<file path="src/hw/rtl/vcp_pkg.sv">
// vcp_pkg: shared types, constants and helpers of the voltage clamp pid block
// used by vcp_mulq, vcp_seq and voltage_clamp_pid; no dependencies
package vcp_pkg;

  // q16.16 one and the wide saturation bound of the products
  localparam logic [16:0] QONE   = 17'd65536;
  localparam int          ADDR_W = 5;
  // working width of the accumulators
  localparam int          ACC_W  = 52;
  localparam int          B_W    = 34;
  localparam int          BMAG_W = B_W - 1;
  localparam int          HI_W   = ACC_W - 32;
  localparam int          PROD_W = ACC_W + BMAG_W;
  localparam int          MAG_W  = 62;
  localparam logic [MAG_W-1:0] WLIM = 62'h2000_0000_0000_0000;

  localparam logic signed [63:0] S32_MAX = 64'sh0000_0000_7fff_ffff;
  localparam logic signed [63:0] S32_MIN = -64'sh0000_0000_8000_0000;

  typedef enum logic [2:0] {
    REG_TARGET = 3'd0,
    REG_MODE   = 3'd1,
    REG_PROP   = 3'd2,
    REG_INTEG  = 3'd3,
    REG_DERIV  = 3'd4,
    REG_FILT   = 3'd5,
    REG_DECAY  = 3'd6
  } vcp_reg_e;

  typedef enum logic [1:0] {
    MODE_ERR    = 2'd0,
    MODE_DMEAS  = 2'd1,
    MODE_PDMEAS = 2'd2,
    MODE_HOLD   = 2'd3
  } vcp_mode_e;

  typedef enum logic [2:0] {
    ST_IDLE,
    ST_LOAD,
    ST_MUL_LO,
    ST_MUL_HI,
    ST_FOLD,
    ST_ACCUM,
    ST_DONE
  } vcp_state_e;

  // one multiply-accumulate step each
  typedef enum logic [3:0] {
    OP_INNER,
    OP_FEED,
    OP_DECAY,
    OP_E0,
    OP_EL0,
    OP_H2,
    OP_E1,
    OP_E2,
    OP_DD,
    OP_KP
  } vcp_op_e;

  typedef struct packed {
    logic load;
    logic lo;
    logic hi;
    logic fold;
  } vcp_mul_ctl_t;

  typedef struct packed {
    vcp_mul_ctl_t mul;
    logic         accum;
    logic         commit;
    logic         out_load;
    logic         idle;
    vcp_op_e      op;
  } vcp_seq_t;

  function automatic logic signed [31:0] vcp_sat32(input logic signed [63:0] v);
    logic signed [31:0] r;
    if (v > S32_MAX) begin
      r = 32'sh7fff_ffff;
    end else if (v < S32_MIN) begin
      r = 32'sh8000_0000;
    end else begin
      r = v[31:0];
    end
    return r;
  endfunction

  function automatic logic vcp_is_last(input vcp_op_e op, input vcp_mode_e mode);
    return (op == OP_KP) || ((op == OP_DECAY) && (mode == MODE_HOLD));
  endfunction

  function automatic vcp_op_e vcp_next_op(input vcp_op_e op, input vcp_mode_e mode);
    vcp_op_e n;
    case (op)
      OP_INNER: n = OP_FEED;
      OP_FEED:  n = OP_DECAY;
      OP_DECAY: begin
        case (mode)
          MODE_ERR:    n = OP_E0;
          MODE_DMEAS:  n = OP_E1;
          MODE_PDMEAS: n = OP_E2;
          default:     n = OP_KP;
        endcase
      end
      OP_E0:    n = OP_EL0;
      OP_EL0:   n = OP_H2;
      OP_H2:    n = OP_KP;
      OP_E1:    n = OP_DD;
      OP_E2:    n = OP_DD;
      default:  n = OP_KP;
    endcase
    return n;
  endfunction

endpackage

</file>
<file path="src/hw/rtl/vcp_mulq.sv">
// vcp_mulq: shared sign-magnitude q16.16 multiplier, two 32x33 partial products
// depends on vcp_pkg
module vcp_mulq (
  input  logic                              clk_i,
  input  vcp_pkg::vcp_mul_ctl_t             ctl_i,
  input  logic signed [vcp_pkg::ACC_W-1:0]  a_i,
  input  logic signed [vcp_pkg::B_W-1:0]    b_i,
  output logic        [vcp_pkg::MAG_W-1:0]  mag_o,
  output logic                              neg_o
);
  import vcp_pkg::*;

  logic [ACC_W-1:0]      amag_q;
  logic [BMAG_W-1:0]     bmag_q;
  logic                  neg_q;
  logic [31:0]           mop;
  logic [31+BMAG_W:0]    prod;
  logic [31+BMAG_W:0]    plo_q;
  logic [HI_W+BMAG_W-1:0] phi_q;
  logic [PROD_W-1:0]     full;
  logic [PROD_W-17:0]    shifted;
  logic [ACC_W-1:0]      amag_d;
  logic [B_W-1:0]        bneg;
  logic [MAG_W-1:0]      mag_q;

  assign amag_d = a_i[ACC_W-1] ? (~a_i + 1'b1) : a_i;
  assign bneg   = ~b_i + 1'b1;

  // low chunk first, then the high chunk through the same multiplier
  assign mop  = ctl_i.hi ? 32'(amag_q[ACC_W-1:32]) : amag_q[31:0];
  assign prod = {{BMAG_W{1'b0}}, mop} * {32'b0, bmag_q};

  assign full    = {phi_q, 32'b0} + {{HI_W{1'b0}}, plo_q};
  assign shifted = full[PROD_W-1:16];

  always_ff @(posedge clk_i) begin
    if (ctl_i.load) begin
      amag_q <= amag_d;
      bmag_q <= b_i[B_W-1] ? bneg[BMAG_W-1:0] : b_i[BMAG_W-1:0];
      neg_q  <= a_i[ACC_W-1] ^ b_i[B_W-1];
    end
    if (ctl_i.lo) begin
      plo_q <= prod;
    end
    if (ctl_i.hi) begin
      phi_q <= prod[HI_W+BMAG_W-1:0];
    end
    if (ctl_i.fold) begin
      mag_q <= (shifted > (PROD_W-16)'(WLIM)) ? WLIM : shifted[MAG_W-1:0];
    end
  end

  assign mag_o = mag_q;
  assign neg_o = neg_q;

endmodule

</file>
<file path="src/hw/rtl/vcp_seq.sv">
// vcp_seq: sequencer stepping the multiply-accumulate ops of one sample
// depends on vcp_pkg
module vcp_seq (
  input  logic                clk_i,
  input  logic                rst_ni,
  input  logic                start_i,
  input  vcp_pkg::vcp_mode_e  mode_i,
  input  logic                out_free_i,
  output vcp_pkg::vcp_seq_t   seq_o
);
  import vcp_pkg::*;

  vcp_state_e state_q, state_d;
  vcp_op_e    op_q, op_d;

  always_ff @(posedge clk_i or negedge rst_ni) begin
    if (!rst_ni) begin
      state_q <= ST_IDLE;
      op_q    <= OP_INNER;
    end else begin
      state_q <= state_d;
      op_q    <= op_d;
    end
  end

  always_comb begin
    state_d = state_q;
    op_d    = op_q;
    seq_o   = '0;
    seq_o.op = op_q;
    case (state_q)
      ST_IDLE: begin
        seq_o.idle = 1'b1;
        if (start_i) begin
          op_d    = OP_INNER;
          state_d = ST_LOAD;
        end
      end
      ST_LOAD: begin
        seq_o.mul.load = 1'b1;
        state_d = ST_MUL_LO;
      end
      ST_MUL_LO: begin
        seq_o.mul.lo = 1'b1;
        state_d = ST_MUL_HI;
      end
      ST_MUL_HI: begin
        seq_o.mul.hi = 1'b1;
        state_d = ST_FOLD;
      end
      ST_FOLD: begin
        seq_o.mul.fold = 1'b1;
        state_d = ST_ACCUM;
      end
      ST_ACCUM: begin
        seq_o.accum = 1'b1;
        if (vcp_is_last(op_q, mode_i)) begin
          seq_o.commit = 1'b1;
          state_d = ST_DONE;
        end else begin
          op_d    = vcp_next_op(op_q, mode_i);
          state_d = ST_LOAD;
        end
      end
      ST_DONE: begin
        // hold until the output register can take the beat
        if (out_free_i) begin
          seq_o.out_load = 1'b1;
          state_d = ST_IDLE;
        end
      end
      default: begin
        state_d = ST_IDLE;
      end
    endcase
  end

endmodule

</file>
<file path="src/hw/rtl/voltage_clamp_pid.sv">
// voltage_clamp_pid: command filter and velocity-form pid, one shared multiplier.
// each op runs load, low product, high product, fold, accumulate in turn;
// 7 ops in loop mode 0, 6 in modes 1 and 2, 3 in mode 3.
// no new input beat is taken until the result enters the output register, which
// waits while the sink stalls; all ops share the single 32x33 multiplier.
// async active-low reset zeroes histories, cmd and cur; registers get their defaults.
module voltage_clamp_pid (
  input  logic                        clk_i,
  input  logic                        rst_ni,
  input  logic                        psel,
  input  logic                        penable,
  input  logic                        pwrite,
  input  logic [vcp_pkg::ADDR_W-1:0]  paddr,
  input  logic [31:0]                 pwdata,
  output logic [31:0]                 prdata,
  output logic                        pready,
  input  logic                        in_valid_i,
  output logic                        in_stall_o,
  input  logic signed [31:0]          measured_voltage_i,
  output logic                        out_valid_o,
  input  logic                        out_stall_i,
  output logic signed [31:0]          clamp_current_o,
  output logic signed [31:0]          command_voltage_o
);
  import vcp_pkg::*;

  // configuration
  logic signed [31:0] target_q;
  vcp_mode_e          mode_q;
  logic [30:0]        kp_q, ki_q, kd_q, kf_q;
  logic [16:0]        ke_q;

  // loop state
  logic signed [31:0] cmd_q, prev_q, el_q, h2_q, ml_q, cur_q;
  logic signed [31:0] v_q;
  logic signed [ACC_W-1:0] tmp_q, acc_q;

  logic signed [31:0] clamp_q, command_q;
  logic               out_valid_q;

  vcp_seq_t           seq;
  vcp_reg_e           reg_idx;
  logic               cfg_wr;
  logic               in_accept;
  logic               out_free;

  logic signed [32:0] d_w, ct_w, ediff_w;
  logic signed [31:0] e_w;
  logic signed [34:0] dd_w;
  logic signed [B_W-1:0] b_f, b_feed, b_e0, b_el0, b_e1;
  logic signed [ACC_W-1:0] a_sel;
  logic signed [B_W-1:0]   b_sel;
  logic signed [63:0]      base_w, sum_w, mag_ext;
  logic                    op_sub;
  logic [MAG_W-1:0]        mul_mag;
  logic                    mul_neg;

  assign pready  = 1'b1;
  assign cfg_wr  = psel & penable & pwrite;
  assign reg_idx = vcp_reg_e'(paddr[ADDR_W-1:2]);

  always_comb begin
    case (reg_idx)
      REG_TARGET: prdata = target_q;
      REG_MODE:   prdata = 32'(mode_q);
      REG_PROP:   prdata = 32'(kp_q);
      REG_INTEG:  prdata = 32'(ki_q);
      REG_DERIV:  prdata = 32'(kd_q);
      REG_FILT:   prdata = 32'(kf_q);
      REG_DECAY:  prdata = 32'(ke_q);
      default:    prdata = '0;
    endcase
  end

  assign in_stall_o = !seq.idle;
  assign in_accept  = in_valid_i && !in_stall_o;
  assign out_free   = !out_valid_q || !out_stall_i;

  vcp_seq u_seq (
    .clk_i      (clk_i),
    .rst_ni     (rst_ni),
    .start_i    (in_accept),
    .mode_i     (mode_q),
    .out_free_i (out_free),
    .seq_o      (seq)
  );

  // operands
  assign d_w     = 33'(target_q) - 33'(prev_q);
  assign ct_w    = 33'(cmd_q) - 33'(target_q);
  assign ediff_w = 33'(cmd_q) - 33'(v_q);
  assign e_w     = vcp_sat32(64'(ediff_w));
  assign dd_w    = 35'(v_q) - (35'(ml_q) <<< 1) + 35'(h2_q);

  assign b_f    = B_W'(kf_q);
  assign b_feed = B_W'(QONE) - B_W'(kf_q);
  assign b_e0   = B_W'(QONE) + B_W'(ki_q) + B_W'(kd_q);
  assign b_el0  = B_W'(QONE) + {2'b0, kd_q, 1'b0};
  assign b_e1   = B_W'(QONE) + B_W'(ki_q);

  always_comb begin
    case (seq.op)
      OP_INNER: begin a_sel = ACC_W'(d_w);   b_sel = b_f;          end
      OP_FEED:  begin a_sel = ACC_W'(d_w);   b_sel = b_feed;       end
      OP_DECAY: begin a_sel = tmp_q;         b_sel = B_W'(ke_q);   end
      OP_E0:    begin a_sel = ACC_W'(e_w);   b_sel = b_e0;         end
      OP_EL0:   begin a_sel = ACC_W'(el_q);  b_sel = b_el0;        end
      OP_H2:    begin a_sel = ACC_W'(h2_q);  b_sel = B_W'(kd_q);   end
      OP_E1:    begin a_sel = ACC_W'(e_w);   b_sel = b_e1;         end
      OP_E2:    begin a_sel = ACC_W'(e_w);   b_sel = B_W'(ki_q);   end
      OP_DD:    begin a_sel = ACC_W'(dd_w);  b_sel = B_W'(kd_q);   end
      default:  begin a_sel = acc_q;         b_sel = B_W'(kp_q);   end
    endcase
  end

  vcp_mulq u_mulq (
    .clk_i (clk_i),
    .ctl_i (seq.mul),
    .a_i   (a_sel),
    .b_i   (b_sel),
    .mag_o (mul_mag),
    .neg_o (mul_neg)
  );

  // base term each product is added to; the el0 and dd terms enter subtracted
  always_comb begin
    op_sub = 1'b0;
    case (seq.op)
      OP_INNER: base_w = 64'(ct_w);
      OP_FEED:  base_w = 64'(target_q);
      OP_E0:    base_w = '0;
      OP_E1:    base_w = 64'sd0 - 64'(el_q);
      OP_E2:    base_w = 64'(ml_q) - 64'(v_q);
      OP_EL0: begin
        base_w = 64'(acc_q);
        op_sub = 1'b1;
      end
      OP_DD: begin
        base_w = 64'(acc_q);
        op_sub = 1'b1;
      end
      OP_KP:    base_w = 64'(cur_q);
      default:  base_w = 64'(acc_q);
    endcase
  end

  assign mag_ext = {2'b0, mul_mag};
  assign sum_w   = (op_sub ^ mul_neg) ? (base_w - mag_ext) : (base_w + mag_ext);

  always_ff @(posedge clk_i or negedge rst_ni) begin
    if (!rst_ni) begin
      target_q    <= '0;
      mode_q      <= MODE_ERR;
      kp_q        <= 31'(QONE);
      ki_q        <= 31'(QONE);
      kd_q        <= '0;
      kf_q        <= 31'd327680;
      ke_q        <= 17'd53656;
      cmd_q       <= '0;
      prev_q      <= '0;
      el_q        <= '0;
      h2_q        <= '0;
      ml_q        <= '0;
      cur_q       <= '0;
      out_valid_q <= 1'b0;
    end else begin
      if (cfg_wr) begin
        case (reg_idx)
          REG_TARGET: target_q <= pwdata;
          REG_MODE:   mode_q   <= vcp_mode_e'(pwdata[1:0]);
          REG_PROP:   kp_q     <= pwdata[30:0];
          REG_INTEG:  ki_q     <= pwdata[30:0];
          REG_DERIV:  kd_q     <= pwdata[30:0];
          REG_FILT:   kf_q     <= pwdata[30:0];
          REG_DECAY:  ke_q     <= (pwdata[16:0] > QONE) ? QONE : pwdata[16:0];
          default: ;
        endcase
      end
      if (seq.accum && (seq.op == OP_DECAY)) begin
        cmd_q <= vcp_sat32(sum_w);
      end
      if (seq.accum && (seq.op == OP_KP)) begin
        cur_q <= vcp_sat32(sum_w);
      end
      if (seq.commit) begin
        prev_q <= target_q;
        case (mode_q)
          MODE_ERR: begin
            h2_q <= el_q;
            el_q <= e_w;
          end
          MODE_DMEAS: begin
            h2_q <= ml_q;
            ml_q <= v_q;
            el_q <= e_w;
          end
          MODE_PDMEAS: begin
            h2_q <= ml_q;
            ml_q <= v_q;
          end
          default: ;
        endcase
      end
      if (seq.out_load) begin
        out_valid_q <= 1'b1;
      end else if (!out_stall_i) begin
        out_valid_q <= 1'b0;
      end
    end
  end

  always_ff @(posedge clk_i) begin
    if (in_accept) begin
      v_q <= measured_voltage_i;
    end
    if (seq.accum && (seq.op == OP_INNER)) begin
      tmp_q <= sum_w[ACC_W-1:0];
    end
    if (seq.accum && (seq.op != OP_INNER) && (seq.op != OP_DECAY) && (seq.op != OP_KP)) begin
      acc_q <= sum_w[ACC_W-1:0];
    end
    if (seq.out_load) begin
      clamp_q   <= cur_q;
      command_q <= cmd_q;
    end
  end

  assign out_valid_o       = out_valid_q;
  assign clamp_current_o   = clamp_q;
  assign command_voltage_o = command_q;

`ifndef SYNTHESIS
  // an accepted beat keeps the input side closed until its result is out
  assert property (@(posedge clk_i) disable iff (!rst_ni)
    in_accept |=> in_stall_o)
    else $error("input taken while a sample is in flight");

  // a finished result never overwrites a beat still held by the sink
  assert property (@(posedge clk_i) disable iff (!rst_ni)
    seq.out_load |-> !(out_valid_q && out_stall_i))
    else $error("result register overwritten while stalled");

  // folded product magnitude stays within the wide saturation bound
  assert property (@(posedge clk_i) disable iff (!rst_ni)
    seq.mul.fold |=> (mul_mag <= WLIM))
    else $error("product magnitude above saturation bound");

  // loop histories only move on the commit of a sample
  assert property (@(posedge clk_i) disable iff (!rst_ni)
    !seq.commit |=> ($stable(prev_q) && $stable(el_q) && $stable(h2_q) && $stable(ml_q)))
    else $error("loop history changed outside commit");
`endif

endmodule
</file>
<file path="config.mk">
export PLATFORM = sky130hd
export DESIGN_NAME = voltage_clamp_pid
export DESIGN_NICKNAME = d
export VERILOG_FILES = /design/src/hw/rtl/vcp_pkg.sv /design/src/hw/rtl/vcp_mulq.sv /design/src/hw/rtl/vcp_seq.sv /design/src/hw/rtl/voltage_clamp_pid.sv
export SDC_FILE = /design/constraint.sdc
export NUM_CORES = 2
export LEC_CHECK = 0
export ABC_AREA = 0
export CORE_MARGIN = 2
export CORE_UTILIZATION = 50
export DETAILED_ROUTE_END_ITERATION = 16
export DONT_BUFFER_PORTS = 1
export SETUP_SLACK_MARGIN = 0.5
export SKIP_LAST_GASP = 1
export SYNTH_ARGS = -nofsm -noshare
export SYNTH_HDL_FRONTEND = slang
export SYNTH_HIERARCHICAL = 1
export SYNTH_SLANG_ARGS = --single-unit
</file>
<file path="constraint.sdc">
create_clock -name clk_i -period 13.8 [get_ports clk_i]
set_input_delay 2.76 -clock clk_i [delete_from_list [all_inputs] [get_ports clk_i]]
set_output_delay 2.76 -clock clk_i [all_outputs]
set_load 0.01 [all_outputs]
</file>
* Word-level counts from Yosys, hierarchy flattened
Index checks and enable logic that the tools add are counted.
Word-level totals: output and inout bits 99, register bits 841, logic and storage cells 161, bits of input ports 76
Cells by class: $mul 1, add/subtract/negate cells 16, bitwise gates (word level) 6, reduce and logical (&&, ||, !) cells 39, equal/unequal tests 30, multiplexer cells 35, $lt $le $gt $ge 6
Operator list (number):
- one-hot mux 64 bit (6 select lines) | 1
- one-hot mux 52 bit (6 select lines) | 1
- one-hot mux 34 bit (8 select lines) | 1
- one-hot mux 32 bit (7 select lines) | 1
- two-way mux 32 bit | 5
- subtractor 32 x 32 -> 33 bit | 4
- adder 85 x 65 -> 85 bit | 1
- > comparator 69 x 62 -> 1 bit, second input constant | 1
- multiplier 32 x 33 -> 65 bit | 1
- adder 64 x 63 -> 64 bit | 1
- > comparator 64 x 32 -> 1 bit, second input constant | 1
- < comparator 64 x 32 -> 1 bit, second input constant | 1
- two-way mux 64 bit | 1
- one-hot mux 32 bit (2 select lines) | 1
- subtractor 64 x 63 -> 64 bit | 1
- adder 52 x 1 -> 52 bit, second input constant | 1
- NOT 52 bit | 1
- two-way mux 51 bit | 1
- adder 34 x 32 -> 35 bit | 1
- adder 34 x 31 -> 34 bit | 1
- subtractor 32 x 33 -> 34 bit | 1
- adder 17 x 32 -> 33 bit, first input constant | 1
- adder 33 x 1 -> 33 bit, second input constant | 1
- > comparator 33 x 32 -> 1 bit, second input constant | 1
- 43 further kinds | 102

* Logic depth before layout (Yosys ltp)
word-level depth 8, mapped depth 35, mapped depth without buffers 31

* By module
Netlist, hierarchy kept.
Modules (own cells, without submodules):
- vcp_mulq | sequential area each 7507.2 um^2, cells an instance 4940, area an instance 47086.4 um^2, instances 1
- voltage_clamp_pid | sequential area each 15228.4 um^2, cells an instance 5060, area an instance 44368.8 um^2, instances 1
- vcp_seq | sequential area each 175.2 um^2, cells an instance 63, area an instance 570.5 um^2, instances 1

* Least setup slack after synthesis
Ideal clock, no wire load.
path type flip-flop to flip-flop, start point register u_seq.state_q[0], end point register u_mulq.plo_q[57] (data pin), arrival 10423 ps, slack 3111 ps, cell stages (with the launch flop) 34, library setup time 266 ps, path through dfrtp_1 -> clkbuf_1 -> and3b_1 -> buf_1 -> mux2_2 -> clkbuf_1 -> and2_1 -> fa_1 -> fa_1 -> fa_1 -> inv_1 -> fa_1 -> inv_1 -> fa_1 -> inv_1 -> fa_1 -> inv_1 -> fa_1 -> inv_1 -> fa_1 -> inv_1 -> ha_1 -> clkbuf_1 -> a21o_1 -> a21o_1 -> a221o_1 -> a221o_1 -> a41oi_1 -> a21oi_1 -> a2111oi_0 -> o21bai_1 -> a31oi_1 -> o21ai_1 -> xor2_1
RTL lines:
- from (decl) | line vcp_seq.sv:13 | vcp_state_e state_q, state_d;
- from (signal assigned) | line vcp_seq.sv:21 | state_q <= state_d;
- to (signal assigned) | line vcp_mulq.sv:43 | plo_q <= prod;
- to (decl) | line vcp_mulq.sv:18 | logic [31+BMAG_W:0] plo_q;

==> flow_metrics.env <==
export IMPL_crit_type="reg -> reg"
export IMPL_async_flop_share_pct=45.5
export IMPL_wl_um=321000
export IMPL_crit_fanout=34
export IMPL_overflow=0
export IMPL_outcome="complete, but fails checks"
export IMPL_ys_flop_type="edfxtp_1"
export IMPL_drc=0
export IMPL_dp_hpwl_um=248000
export IMPL_cts_tree="yes"
export IMPL_hold_class="reg -> reg"
export IMPL_ys_types=118
export IMPL_ant_nets=0
export IMPL_routabilityCongestion=1.00
export IMPL_grt_pass1_wl_um=481000
export IMPL_syn_nets=11700
export IMPL_max_slew_worst_pin_slew_ns=2.12
export IMPL_core_area_mm2=0.183
export IMPL_syn_inst=10100
export IMPL_first_pass_iters=6
export IMPL_vias_per_cell=6.11
export IMPL_area_delta_synth_final_pct=6.30
export IMPL_crit_arrival_ns=11.36
export IMPL_synth_top_cell_area_share_pct=21.0
export IMPL_tns_ns=0
export IMPL_grt_pass1_vias=75000
export IMPL_finalCriticalPeriod_ns=10.93
export IMPL_synth_avg_cell_area_um2=9.14
export IMPL_post_route_period_util_pct=79.2
export IMPL_grt_total_usage_pct=34.2
export IMPL_cts_hold_buf=0
export IMPL_ys_ff_latch=825
export IMPL_synth_edf_count=450
export IMPL_yosysWarnings=6
export IMPL_drtIter0Drc=6902
export IMPL_final_hold_violation_count=0
export IMPL_pre_cts_ws_ns=2.93
export IMPL_cp_slowest_cell="and3b_4"
export IMPL_synth_seq_area_share_pct=24.9
export IMPL_nNetsFinal=11400
export IMPL_io_buffers=0
export IMPL_cap_violations=0
export IMPL_worst_slack_ns=2.87
export IMPL_post_cts_setup_buffer_count=0
export IMPL_crit_required_ns=14.23
export IMPL_cpMostUsedCell="fa_1"
export IMPL_die_height_um=433
export IMPL_crit_path_max_incr_delay_ns=0.81
export IMPL_maxSlewHeadroom_pct=-41.4
export IMPL_cts_clk_slew_worst_paths_ns=0.06
export IMPL_die_x_um=433
export IMPL_setup_viol=0
export IMPL_antenna_found_initial=11
export IMPL_drive_above_1_share_pct=6.63
export IMPL_grt_max_degree=376
export IMPL_startpoint_type="flop"
export IMPL_fmax_ghz=0.0915
export IMPL_dieArea_mm2=0.187
export IMPL_rows=157
export IMPL_start_util_pct=50.3
export IMPL_worstSkewPairLatency_ns=0.76
export IMPL_cts_resized=0
export IMPL_skew_ns=0.0621
export IMPL_rsz0062_at_grt="false"
export IMPL_cts_sinks=825
export IMPL_syn_cell_area_mm2=0.0920
export IMPL_worstSetupEndpointType="flop"
export IMPL_yosysTopAreaCell="fa_1"
export IMPL_clockBufferDepth=3
export IMPL_slew_viol_final=211
export IMPL_io_pins=175
export IMPL_violations="slew limit"
export IMPL_numCtsBuffers=97
export IMPL_post_drt_wl_per_cell_um=26.0
export IMPL_root_buffer="clkbuf_16"
export IMPL_ctsHtreeMaxLevel=3
export IMPL_vias=75300
export IMPL_yosys_top_cells_area="fa_1, edfxtp_1, dfrtp_1"
-- routing by layer --
| metal | global-route usage, % | vias to the layer above | wire length (µm) | share of wire, % |
|---|---|---|---|---|
| met4 | 15.4 | 2 | 16400 | 5.1 |
| li1 | - | 33400 | - | - |
| met2 | 54.7 | 3211 | 147000 | 46 |
| met3 | 4.89 | 597 | 24000 | 7.5 |
| met5 | 0 | - | 13 | 0.0041 |
| met1 | 46.2 | 38200 | 133000 | 41 |
-- final timing paths --
| path | startpoint | end | slack [ns] | cells past startpoint |
|---|---|---|---|---|
| min reg2reg | cmd_q[0]$_DFFE_PN0P_ | command_voltage_o[0]$_DFFE_PP_ | 0.47 | 0 |
| min in group asynchronous | rst_ni | ml_q[28]$_DFFE_PN0P_ | 1.73 | 0 |
| max reg2reg | u_seq/state_q[2]$_DFFE_PN0P_ | u_mulq/phi_q[49]$_DFFE_PP_ | 2.87 | 31 |
| min | cmd_q[0]$_DFFE_PN0P_ | command_voltage_o[0]$_DFFE_PP_ | 0.47 | 0 |
| max | u_seq/state_q[2]$_DFFE_PN0P_ | u_mulq/phi_q[49]$_DFFE_PP_ | 2.87 | 31 |
| max in group asynchronous | rst_ni | h2_q[11]$_DFFE_PN0P_ | 10.41 | 0 |
-- Yosys cell counts (all sizes together) (59+ instances only) --
cell type and n:
a21o 195, a21oi 485, a221oi 96, a31oi 123, and2 525, and3 59, clkbuf 473, dfrtp 364
edfxtp 450, fa 965, ha 565, inv 1330, mux2 191, mux2i 75, nand2 1120, nand2b 69
nand3 139, nand4 81, nor2 629, nor2b 79, nor3 113, o21ai 429, o21bai 61, o31ai 64
or3 66, xnor2 331, xor2 192
-- kinds of logic (layout without fill, tap and decap cells) --
kind of cell | after synthesis | in the layout | synth area share (%)
AO/OA/AOI/OAI | 1981 | 1981 | 14.4
XOR/XNOR | 523 | 523 | 4.98
adder cells (fa/ha/maj) | 1538 | 1538 | 28.8
buffers and inverters | 1854 | 1662 | 7.67
flip-flops | 825 | 825 | 24.9
multiplexers | 269 | 269 | 3.23
other | 1 | 6 | 0.00407
AND/OR/NAND/NOR | 3072 | 3072 | 16.1
-- placed cells by master (no fill, tap or decap), types with 80 or more instances in the layout --
cell / instances
inv_1: 1329
a21oi_1: 481
nand4_1: 80
xor2_1: 190
fa_1: 965
buf_4: 149
a21o_1: 194
o21ai_0: 409
nand2_1: 1119
mux2_2: 190
a31oi_1: 122
nor3_1: 105
and2_1: 521
nor2_1: 624
xnor2_1: 330
clkbuf_16: 103
dfrtp_1: 363
nand3_1: 139
ha_1: 564
a221oi_1: 94
edfxtp_1: 450
-- flip-flops by register name, summed over array words and instances (netlist names), 33 cells and up --
register and cells:
u_mulq/mag_o 62, u_mulq/plo_q 49, tmp_q 52, u_mulq/phi_q 53, acc_q 52, u_mulq/bmag_q 33
u_mulq/amag_q 52
-- through the flow --
stage | instance area (µm²) | hold slack [ns] | util (%) | instances
detailed placement | 94400 | 0.439 | 51.6 | 12200
global route | 97800 | 0.474 | 53.5 | 12300
floorplan | 92000 | 0.425 | - | 10100
global placement | 94400 | 0.439 | 51.6 | 12200
finish | 97800 | 0.466 | 53.5 | 12300
CTS | 97800 | 0.463 | 53.5 | 12300
-- cell type report --
cell class	instances	area [µm²]
inverters	1330	4990
well taps	2464	3080
multi-input cells	7384	62300
diodes	5	12.5
clock buffers	120	2690
flip-flops and latches	825	22900
clock inverters	63	726
fillers	16700	85100
repair buffers	149	1120
-- worst max-delay path: cells and delay by family, from the launching register on --
family          cells  cell delay, ns
mux                 1            0.66
fa+ha+maj           9            4.36
compound gates      9            2.44
simple gates        3            1.13
flops               1            0.55
buf+inv             8            0.84
xor+xnor            1            0.61
Power is not shown: default switching activity piles up to over one toggle a cycle in this logic, so the estimate is an artifact.
